<file path="config.mk">
export PLATFORM = sky130hd
export DESIGN_NAME = fm_envelope_generator_core_flat
export DESIGN_NICKNAME = d
export VERILOG_FILES = /design/src/fmeg_pkg.sv /design/src/fmeg_if.sv /design/src/fm_envelope_generator_core.sv /design/src/flat_wrapper.sv
export VERILOG_INCLUDE_DIRS = /design/src /design/src/src
export SDC_FILE = /design/constraint.sdc
export NUM_CORES = 1
export LEC_CHECK = 0
export BUFFER_PORTS_ARGS = -buffer_cell sky130_fd_sc_hd__buf_2
export CORE_UTILIZATION = 40
export DETAILED_ROUTE_END_ITERATION = 12
export GPL_TIMING_DRIVEN = 0
export SLEW_MARGIN = 25
export SYNTH_ARGS = -nofsm -noshare
export SYNTH_HDL_FRONTEND = slang
export SYNTH_SLANG_ARGS = --single-unit
</file>
<file path="constraint.sdc">
create_clock -name clk -period 11.9 [get_ports clk]
set_clock_uncertainty 0.15 [all_clocks]
set_input_delay 1.785 -clock clk [delete_from_list [all_inputs] [get_ports clk]]
set_output_delay 1.785 -clock clk [all_outputs]
set_load 0.1 [all_outputs]
</file>
<file path="src/fm_envelope_generator_core_assert.svh">
// assertion macros shared by the envelope generator rtl
`ifndef FM_ENVELOPE_GENERATOR_CORE_ASSERT_SVH
`define FM_ENVELOPE_GENERATOR_CORE_ASSERT_SVH

`ifndef NO_ASSERTIONS

// checked only while out of reset
`define FMEG_ASSERT(label, prop, msg) \
    label: assert property (@(posedge clk) disable iff (!rst_n) prop) else $error(msg);

// checked at every edge, reset included
`define FMEG_ASSERT_ALWAYS(label, prop, msg) \
    label: assert property (@(posedge clk) prop) else $error(msg);

`else

`define FMEG_ASSERT(label, prop, msg)
`define FMEG_ASSERT_ALWAYS(label, prop, msg)

`endif

`endif

</file>
<file path="src/fmeg_pkg.sv">
`default_nettype none

package fmeg_pkg;

    localparam int ATT_W   = 10;
    localparam int CNT_W   = 16;
    localparam int CMD_W   = 2;
    localparam int CODE_W  = 3;
    localparam int STEP_W  = 4;
    localparam int RATE_W  = 6;
    localparam int SHIFT_W = 4;
    localparam int CFG_IDX_W  = 4;
    localparam int CFG_DATA_W = 16;

    localparam logic [ATT_W-1:0] ATT_MAX = 10'd1023;

    // commands
    localparam logic [CMD_W-1:0] CMD_TICK   = 2'd0;
    localparam logic [CMD_W-1:0] CMD_KEY_ON = 2'd1;
    localparam logic [CMD_W-1:0] CMD_KEY_OFF = 2'd2;
    localparam logic [CMD_W-1:0] CMD_TOGGLE = 2'd3;

    // register indexes
    localparam logic [CFG_IDX_W-1:0] CFG_ATTACK_RATE   = 4'd0;
    localparam logic [CFG_IDX_W-1:0] CFG_DECAY_RATE    = 4'd1;
    localparam logic [CFG_IDX_W-1:0] CFG_SUSTAIN_RATE  = 4'd2;
    localparam logic [CFG_IDX_W-1:0] CFG_RELEASE_RATE  = 4'd3;
    localparam logic [CFG_IDX_W-1:0] CFG_SUSTAIN_LEVEL = 4'd4;
    localparam logic [CFG_IDX_W-1:0] CFG_KEY_SCALE_SEL = 4'd5;
    localparam logic [CFG_IDX_W-1:0] CFG_FREQ_NUMBER   = 4'd6;
    localparam logic [CFG_IDX_W-1:0] CFG_OCTAVE_BLOCK  = 4'd7;

    // phase codes on the result word
    localparam logic [CODE_W-1:0] CODE_OFF     = 3'd0;
    localparam logic [CODE_W-1:0] CODE_ATTACK  = 3'd1;
    localparam logic [CODE_W-1:0] CODE_DECAY   = 3'd2;
    localparam logic [CODE_W-1:0] CODE_SUSTAIN = 3'd3;
    localparam logic [CODE_W-1:0] CODE_RELEASE = 3'd4;

    typedef enum logic [4:0] {
        PH_OFF     = 5'b00001,
        PH_ATTACK  = 5'b00010,
        PH_DECAY   = 5'b00100,
        PH_SUSTAIN = 5'b01000,
        PH_RELEASE = 5'b10000
    } phase_t;

    // increment patterns, bit i is entry i of the row
    localparam logic [7:0] PAT_A   = 8'b0101_0101;
    localparam logic [7:0] PAT_B   = 8'b0101_1101;
    localparam logic [7:0] PAT_C   = 8'b0111_0111;
    localparam logic [7:0] PAT_D   = 8'b0111_1111;
    localparam logic [7:0] PAT_DBL = 8'b0001_0001;

    function automatic logic [CODE_W-1:0] phase_code_of(input phase_t ph);
        logic [CODE_W-1:0] code;
        case (ph)
            PH_ATTACK:  code = CODE_ATTACK;
            PH_DECAY:   code = CODE_DECAY;
            PH_SUSTAIN: code = CODE_SUSTAIN;
            PH_RELEASE: code = CODE_RELEASE;
            default:    code = CODE_OFF;
        endcase
        return code;
    endfunction

    // 64x8 increment table
    function automatic logic [STEP_W-1:0] inc_step(input logic [RATE_W-1:0] rate,
                                                   input logic [2:0] idx);
        logic [STEP_W-1:0] base;
        logic              hit;
        logic [STEP_W-1:0] step;
        base = 4'd0;
        hit  = 1'b0;
        if (rate < 6'd2) begin
            step = 4'd0;
        end else if (rate < 6'd8) begin
            hit  = (rate < 6'd6) ? PAT_A[idx] : PAT_C[idx];
            step = {3'b000, hit};
        end else if (rate < 6'd48) begin
            case (rate[1:0])
                2'd0:    hit = PAT_A[idx];
                2'd1:    hit = PAT_B[idx];
                2'd2:    hit = PAT_C[idx];
                default: hit = PAT_D[idx];
            endcase
            step = {3'b000, hit};
        end else if (rate < 6'd60) begin
            // rows 48..59: base 1, 2 or 4, some entries doubled
            base = 4'd1 << rate[3:2];
            case (rate[1:0])
                2'd0:    hit = 1'b0;
                2'd1:    hit = PAT_DBL[idx];
                2'd2:    hit = PAT_A[idx];
                default: hit = PAT_C[idx];
            endcase
            step = hit ? (base << 1) : base;
        end else begin
            step = 4'd8;
        end
        return step;
    endfunction

endpackage

`default_nettype wire

</file>
<file path="src/fmeg_if.sv">
`default_nettype none

interface fmeg_in_if;
    import fmeg_pkg::*;
    logic              valid;
    logic              ready;
    logic [CMD_W-1:0]  cmd;
    logic [CNT_W-1:0]  env_count;
    modport source (output valid, output cmd, output env_count, input ready);
    modport sink   (input valid, input cmd, input env_count, output ready);
endinterface

interface fmeg_out_if;
    import fmeg_pkg::*;
    logic              valid;
    logic              ready;
    logic [ATT_W-1:0]  attenuation_out;
    logic [CODE_W-1:0] phase_code;
    modport source (output valid, output attenuation_out, output phase_code, input ready);
    modport sink   (input valid, input attenuation_out, input phase_code, output ready);
endinterface

interface fmeg_cfg_if;
    import fmeg_pkg::*;
    logic                  valid;
    logic                  ready;
    logic [CFG_IDX_W-1:0]  index;
    logic [CFG_DATA_W-1:0] data;
    modport source (output valid, output index, output data, input ready);
    modport sink   (input valid, input index, input data, output ready);
endinterface

`default_nettype wire

</file>
<file path="src/fm_envelope_generator_core.sv">
// result word: registered in the cycle after its input word is taken
// throughput: one word per cycle; state update is a single pass of logic
// from the state registers to the result register, so the output register
// stalls the input only while a result waits and the sink holds ready low
// reset: rst_n async low; config registers to 0, attenuation and held output 1023,
// phase off, key up, result register empty
`default_nettype none
`include "fm_envelope_generator_core_assert.svh"

module fm_envelope_generator_core (
    input  wire logic clk,
    input  wire logic rst_n,
    fmeg_in_if.sink   item,
    fmeg_out_if.source result,
    fmeg_cfg_if.sink  cfg
);
    import fmeg_pkg::*;

    // configuration
    logic [4:0]  attack_rate_reg;
    logic [4:0]  decay_rate_reg;
    logic [4:0]  sustain_rate_reg;
    logic [3:0]  release_rate_reg;
    logic [3:0]  sustain_level_reg;
    logic [1:0]  key_scale_sel_reg;
    logic [10:0] freq_number_reg;
    logic [2:0]  octave_block_reg;

    // envelope state
    logic [ATT_W-1:0] att_reg, att_next;
    phase_t           phase_reg, phase_next;
    logic             key_down_reg, key_down_next;
    logic [ATT_W-1:0] held_reg, held_next;

    // result register
    logic              out_valid_reg;
    logic [ATT_W-1:0]  out_att_reg;
    logic [CODE_W-1:0] out_code_reg;

    logic item_fire;
    logic do_press;
    logic do_release;

    logic                n3;
    logic [4:0]          key_code;
    logic [4:0]          key_scale;
    logic [6:0]          rate_base;
    logic [6:0]          rate_sum;
    logic [RATE_W-1:0]   rate;
    logic [SHIFT_W-1:0]  shift;
    logic [CNT_W-1:0]    low_mask;
    logic [CNT_W-1:0]    count_shr;
    logic                fire;
    logic [STEP_W-1:0]   step;
    logic [ATT_W:0]      att_p1;
    logic [14:0]         prod;
    logic [14:0]         dec;
    logic [ATT_W:0]      att_sum;
    logic [ATT_W-1:0]    sus_thresh;

    assign cfg.ready  = 1'b1;
    assign item.ready = !out_valid_reg || result.ready;
    assign item_fire  = item.valid && item.ready;

    assign result.valid           = out_valid_reg;
    assign result.attenuation_out = out_att_reg;
    assign result.phase_code      = out_code_reg;

    // key code from fnum and block
    assign n3 = (freq_number_reg[10] && (|freq_number_reg[9:7]))
             || (!freq_number_reg[10] && (&freq_number_reg[9:7]));
    assign key_code  = {octave_block_reg, freq_number_reg[10], n3};
    assign key_scale = key_code >> (2'd3 - key_scale_sel_reg);

    always_comb
    begin
        case (phase_reg)
            PH_ATTACK:  rate_base = {1'b0, attack_rate_reg, 1'b0};
            PH_DECAY:   rate_base = {1'b0, decay_rate_reg, 1'b0};
            PH_SUSTAIN: rate_base = {1'b0, sustain_rate_reg, 1'b0};
            default:    rate_base = {1'b0, release_rate_reg, 2'b10};
        endcase
    end

    assign rate_sum  = rate_base + {2'b00, key_scale};
    assign rate      = (rate_sum > 7'd63) ? 6'd63 : rate_sum[RATE_W-1:0];
    assign shift     = (rate < 6'd44) ? (4'd11 - rate[5:2]) : 4'd0;
    assign low_mask  = (16'd1 << shift) - 16'd1;
    assign count_shr = item.env_count >> shift;
    assign fire      = (item.env_count & low_mask) == '0;
    assign step      = inc_step(rate, count_shr[2:0]);

    // attack: att -= ceil((att + 1) * step / 16)
    assign att_p1     = {1'b0, att_reg} + 11'd1;
    assign prod       = 15'(att_p1) * 15'(step);
    assign dec        = (prod + 15'd15) >> 4;
    assign att_sum    = {1'b0, att_reg} + 11'(step);
    assign sus_thresh = {sustain_level_reg, 6'b0};

    assign do_press   = (item.cmd == CMD_KEY_ON || (item.cmd == CMD_TOGGLE && !key_down_reg))
                     && !key_down_reg;
    assign do_release = (item.cmd == CMD_KEY_OFF || (item.cmd == CMD_TOGGLE && key_down_reg))
                     && key_down_reg;

    always_comb
    begin
        att_next      = att_reg;
        phase_next    = phase_reg;
        key_down_next = key_down_reg;
        held_next     = held_reg;
        if (item.cmd == CMD_TICK) begin
            if (phase_reg != PH_OFF) begin
                if (fire) begin
                    case (phase_reg)
                        PH_ATTACK:
                        begin
                            if (dec >= 15'(att_reg)) begin
                                att_next   = '0;
                                phase_next = PH_DECAY;
                            end else begin
                                att_next = att_reg - dec[ATT_W-1:0];
                            end
                        end
                        PH_DECAY:
                        begin
                            att_next = (att_sum > 11'(ATT_MAX)) ? ATT_MAX : att_sum[ATT_W-1:0];
                            if (att_next >= sus_thresh) begin
                                phase_next = PH_SUSTAIN;
                            end
                        end
                        default:
                        begin
                            if (att_sum >= 11'(ATT_MAX)) begin
                                att_next   = ATT_MAX;
                                phase_next = PH_OFF;
                            end else begin
                                att_next = att_sum[ATT_W-1:0];
                            end
                        end
                    endcase
                end
                if (phase_next != PH_OFF) begin
                    held_next = att_next;
                end
            end
        end else if (do_press) begin
            phase_next    = PH_ATTACK;
            att_next      = ATT_MAX;
            key_down_next = 1'b1;
        end else if (do_release) begin
            phase_next    = PH_RELEASE;
            key_down_next = 1'b0;
        end
    end

    always_ff @(posedge clk or negedge rst_n)
    begin
        if (!rst_n) begin
            attack_rate_reg   <= '0;
            decay_rate_reg    <= '0;
            sustain_rate_reg  <= '0;
            release_rate_reg  <= '0;
            sustain_level_reg <= '0;
            key_scale_sel_reg <= '0;
            freq_number_reg   <= '0;
            octave_block_reg  <= '0;
        end else if (cfg.valid && cfg.ready) begin
            case (cfg.index)
                CFG_ATTACK_RATE:   attack_rate_reg   <= cfg.data[4:0];
                CFG_DECAY_RATE:    decay_rate_reg    <= cfg.data[4:0];
                CFG_SUSTAIN_RATE:  sustain_rate_reg  <= cfg.data[4:0];
                CFG_RELEASE_RATE:  release_rate_reg  <= cfg.data[3:0];
                CFG_SUSTAIN_LEVEL: sustain_level_reg <= cfg.data[3:0];
                CFG_KEY_SCALE_SEL: key_scale_sel_reg <= cfg.data[1:0];
                CFG_FREQ_NUMBER:   freq_number_reg   <= cfg.data[10:0];
                CFG_OCTAVE_BLOCK:  octave_block_reg  <= cfg.data[2:0];
                default: ;
            endcase
        end
    end

    always_ff @(posedge clk or negedge rst_n)
    begin
        if (!rst_n) begin
            att_reg       <= ATT_MAX;
            phase_reg     <= PH_OFF;
            key_down_reg  <= 1'b0;
            held_reg      <= ATT_MAX;
            out_valid_reg <= 1'b0;
        end else begin
            if (item_fire) begin
                att_reg       <= att_next;
                phase_reg     <= phase_next;
                key_down_reg  <= key_down_next;
                held_reg      <= held_next;
                out_valid_reg <= 1'b1;
            end else if (result.ready) begin
                out_valid_reg <= 1'b0;
            end
        end
    end

    // result payload, loaded with each word
    always_ff @(posedge clk)
    begin
        if (item_fire) begin
            out_att_reg  <= held_next;
            out_code_reg <= phase_code_of(phase_next);
        end
    end

    `FMEG_ASSERT(a_press_starts_attack,
        item_fire && item.cmd == CMD_KEY_ON && !key_down_reg
            |=> phase_reg == PH_ATTACK && att_reg == ATT_MAX,
        "key on did not restart attack")
    `FMEG_ASSERT(a_key_up_phase,
        !key_down_reg |-> (phase_reg == PH_OFF || phase_reg == PH_RELEASE),
        "key up while in attack, decay or sustain")
    `FMEG_ASSERT(a_held_only_on_tick,
        !(item_fire && item.cmd == CMD_TICK) |=> $stable(held_reg),
        "held output changed without a tick")
    `FMEG_ASSERT_ALWAYS(a_stall_blocks_input,
        out_valid_reg && !result.ready |-> !item.ready,
        "input taken while result word stalled")

endmodule

`default_nettype wire
</file>
<file path="src/flat_wrapper.sv">
// flat-port wrapper written by rule: the top's interface ports become plain ports
module fm_envelope_generator_core_flat import fmeg_pkg::*;
  (clk, rst_n, item_valid, item_cmd, item_env_count, item_ready, result_valid, result_attenuation_out, result_phase_code, result_ready, cfg_valid, cfg_index, cfg_data, cfg_ready);
  fmeg_in_if item_i ();
  fmeg_out_if result_i ();
  fmeg_cfg_if cfg_i ();
  input  wire logic clk;
  input  wire logic rst_n;
  input wire logic [$bits(item_i.valid)-1:0] item_valid;
  input wire logic [$bits(item_i.cmd)-1:0] item_cmd;
  input wire logic [$bits(item_i.env_count)-1:0] item_env_count;
  output wire logic [$bits(item_i.ready)-1:0] item_ready;
  output wire logic [$bits(result_i.valid)-1:0] result_valid;
  output wire logic [$bits(result_i.attenuation_out)-1:0] result_attenuation_out;
  output wire logic [$bits(result_i.phase_code)-1:0] result_phase_code;
  input wire logic [$bits(result_i.ready)-1:0] result_ready;
  input wire logic [$bits(cfg_i.valid)-1:0] cfg_valid;
  input wire logic [$bits(cfg_i.index)-1:0] cfg_index;
  input wire logic [$bits(cfg_i.data)-1:0] cfg_data;
  output wire logic [$bits(cfg_i.ready)-1:0] cfg_ready;
  assign item_i.valid = item_valid;
  assign item_i.cmd = item_cmd;
  assign item_i.env_count = item_env_count;
  assign item_ready = item_i.ready;
  assign result_valid = result_i.valid;
  assign result_attenuation_out = result_i.attenuation_out;
  assign result_phase_code = result_i.phase_code;
  assign result_i.ready = result_ready;
  assign cfg_i.valid = cfg_valid;
  assign cfg_i.index = cfg_index;
  assign cfg_i.data = cfg_data;
  assign cfg_ready = cfg_i.ready;
  fm_envelope_generator_core u_core (.clk(clk), .rst_n(rst_n), .item(item_i), .result(result_i), .cfg(cfg_i));
endmodule
</file>
==> results.tsv <==
metric	value	unit
status	finished clean	
synthCells	837	
synth.distinct_cells	87	
yosys_register_bits	72	
seqCellArea	1890	sq um
antennaDiodeCount	0	
drcViolationCount	0	
grt_pass1_vias	6209	
grt_pass1_wl	31.7	mm
final_layout_size_suffix_gt1_share	20.4	%
io_pins	59	
finalHoldViolations	0	
num_rows	49	
startpoint_type	flip-flop	
wl_per_cell	16.8	um
grt_overflow_total	0	
htreeDepth	3	
rsz0062_at_grt	false	
holdWs	0.352	ns
cts_tree	yes	
yosysTopAreaCell	dfrtp_1	
cts_made_buffers	9	
synth_edf_count	13	
ys_seq_area_share	25.7	%
drv_cap	0	
area_growth	13.1	%
postSynthNetCount	963	
clock_sinks	72	
async_flop_share	81.9	%
tns	0	ns
routed_wirelength	19.0	mm
die_area	19000	sq um
core_area	18000	sq um
cts_hold_buf	0	
vias	6387	
final_nets	1022	
max-clock-path-buffers	2	
synth_warnings	0	
yosysTopAreaCellShare	12.9	%
netlist_area	7360	sq um
firstDrtPassIters	5	
slowest_stage	dfstp_2	
clk_latency	0.33	ns
critPathArrivalTime	11.21	ns
first_iter_violations	392	
drtAntennaViolNets	0	
tightest_slew	0.886	ns
via_per_inst	5.65	
fin_crit_sh	94.2	%
fillers	1793	
dp_hpwl	14.9	mm
synthMostInstantiatedCell	nand2_1	
maxSlewViolCount	0	
cts_root_buffer	clkbuf_16	
multi_input_area	5160	sq um
die_w	138	um
period_needed	11.21	ns
hp-class	reg -> reg	
r2r_slack	0.69	ns
setup_viol	0	
syn_area_per_cell	8.80	sq um
critPathKind	reg -> reg	
endpoint_kind	flip-flop	
grt_max_degree	60	
fmax	89.2	MHz
crit_top_cell	nor2_1	
synth_common_cells	nand2_1 (82), inv_1 (72), ha_1 (61), nor2_1 (61), mux2_2 (54)	
clk_pin_slew	0.05	ns
initial_utilization	40.9	%
grt_usage	21.3	%
gp_congestion	0.944	
cpPeakStageDelay	0.58	ns
synth.area.top_cells	dfrtp_1 (13%), ha_1 (10%), mux2_2 (8.3%)	
antenna_found_initial	0	
synth_flop_cell	dfrtp_1	
critPathMaxFanout	10	
required	11.90	ns
cts_setup_buffers	0	
slew-limit-headroom	40.4	%
port_buffers	49	
die_h	138	um
-- cell families (layout without fill, tap and decap cells) --
group,count (synthesis),in the layout,synth area share (%)
fa+ha+maj,83,83,16.3
compound gates,186,186,17.6
simple gates,288,288,20.0
other cells,1,1,0.0509
mux,67,67,10.3
buf+inv,102,166,5.42
xor+xnor,38,38,4.52
flops,72,72,25.7
-- metrics by stage --
step                setup WS (ns)  utilization (%)  area [sq um]  instances
detailed placement         -0.270             43.8          7900       1115
floorplan                    1.89                -          7360        837
global route               0.0308             46.2          8330       1130
CTS                        0.0587             45.8          8250       1131
finish                      0.692             46.2          8330       1130
global placement           -0.653             43.8          7900       1115
-- path summary, 6_finish.rpt --
check	to	cells after the start	startpoint
setup / recovery	u_core.result.phase_code[1]$_DFFE_PP_	44	u_core.phase_reg[0]$_DFFE_PN1P_
max in group asynchronous	u_core.key_down_reg$_DFFE_PN0P_	1	rst_n
hold / removal	u_core.phase_reg[0]$_DFFE_PN1P_	2	u_core.phase_reg[0]$_DFFE_PN1P_
hold reg to reg	u_core.phase_reg[0]$_DFFE_PN1P_	2	u_core.phase_reg[0]$_DFFE_PN1P_
setup reg to reg	u_core.result.phase_code[1]$_DFFE_PP_	44	u_core.phase_reg[0]$_DFFE_PN1P_
min in group asynchronous	u_core.sustain_rate_reg[2]$_DFFE_PN0P_	1	rst_n
-- area by class of cell --
cell class / instances / area share (%)
Multi-Input combinational cell: 663 / 62.0
Sequential cell: 72 / 22.7
Tap cell: 229 / 3.44
Inverter: 74 / 3.33
Timing Repair Buffer: 49 / 2.97
Clock buffer: 11 / 2.91
Buffer: 27 / 1.41
Clock inverter: 5 / 1.25
-- layout by cell type (no fill, tap or decap), types with 8 or more instances in the layout --
cell       count
o21ai_0       35
clkbuf_16      9
dfstp_2       21
a21oi_1       38
edfxtp_1      13
ha_1          61
xor2_1        10
a21o_1        12
o22a_1        10
dfrtp_1       38
nor4_1        11
nor2_1        58
or3_1          9
xnor2_1       27
nor3_1        18
nor2b_1       19
nand2b_1      10
nand3_1       20
inv_1         72
clkbuf_1      16
fa_1          22
buf_2         58
and3_1        14
mux2i_1        8
mux2_2        54
nand2_1       81
-- layer usage --
metal  global-route usage, %  wire (um)
met5                       0          0
met4                    6.41        265
met3                    2.76        980
met2                    33.8       8610
met1                    30.1       9170
-- worst max-delay path: cells and delay by family (launching register included) --
kind / cells / cell delay [ns]
flops: 1 / 0.58
fa+ha+maj: 6 / 2.40
compound gates: 13 / 3.21
simple gates: 17 / 3.36
xor+xnor: 2 / 0.24
buf+inv: 5 / 0.67
mux: 1 / 0.40
-- timing repair --
item                                    CTS  global route
endpoints found under the setup margin   20            33
pin swaps                                 0             1
gates resized for setup                   1            15
Power is not shown: default switching activity piles up to over one toggle a cycle in this logic, so the estimate is an artifact.
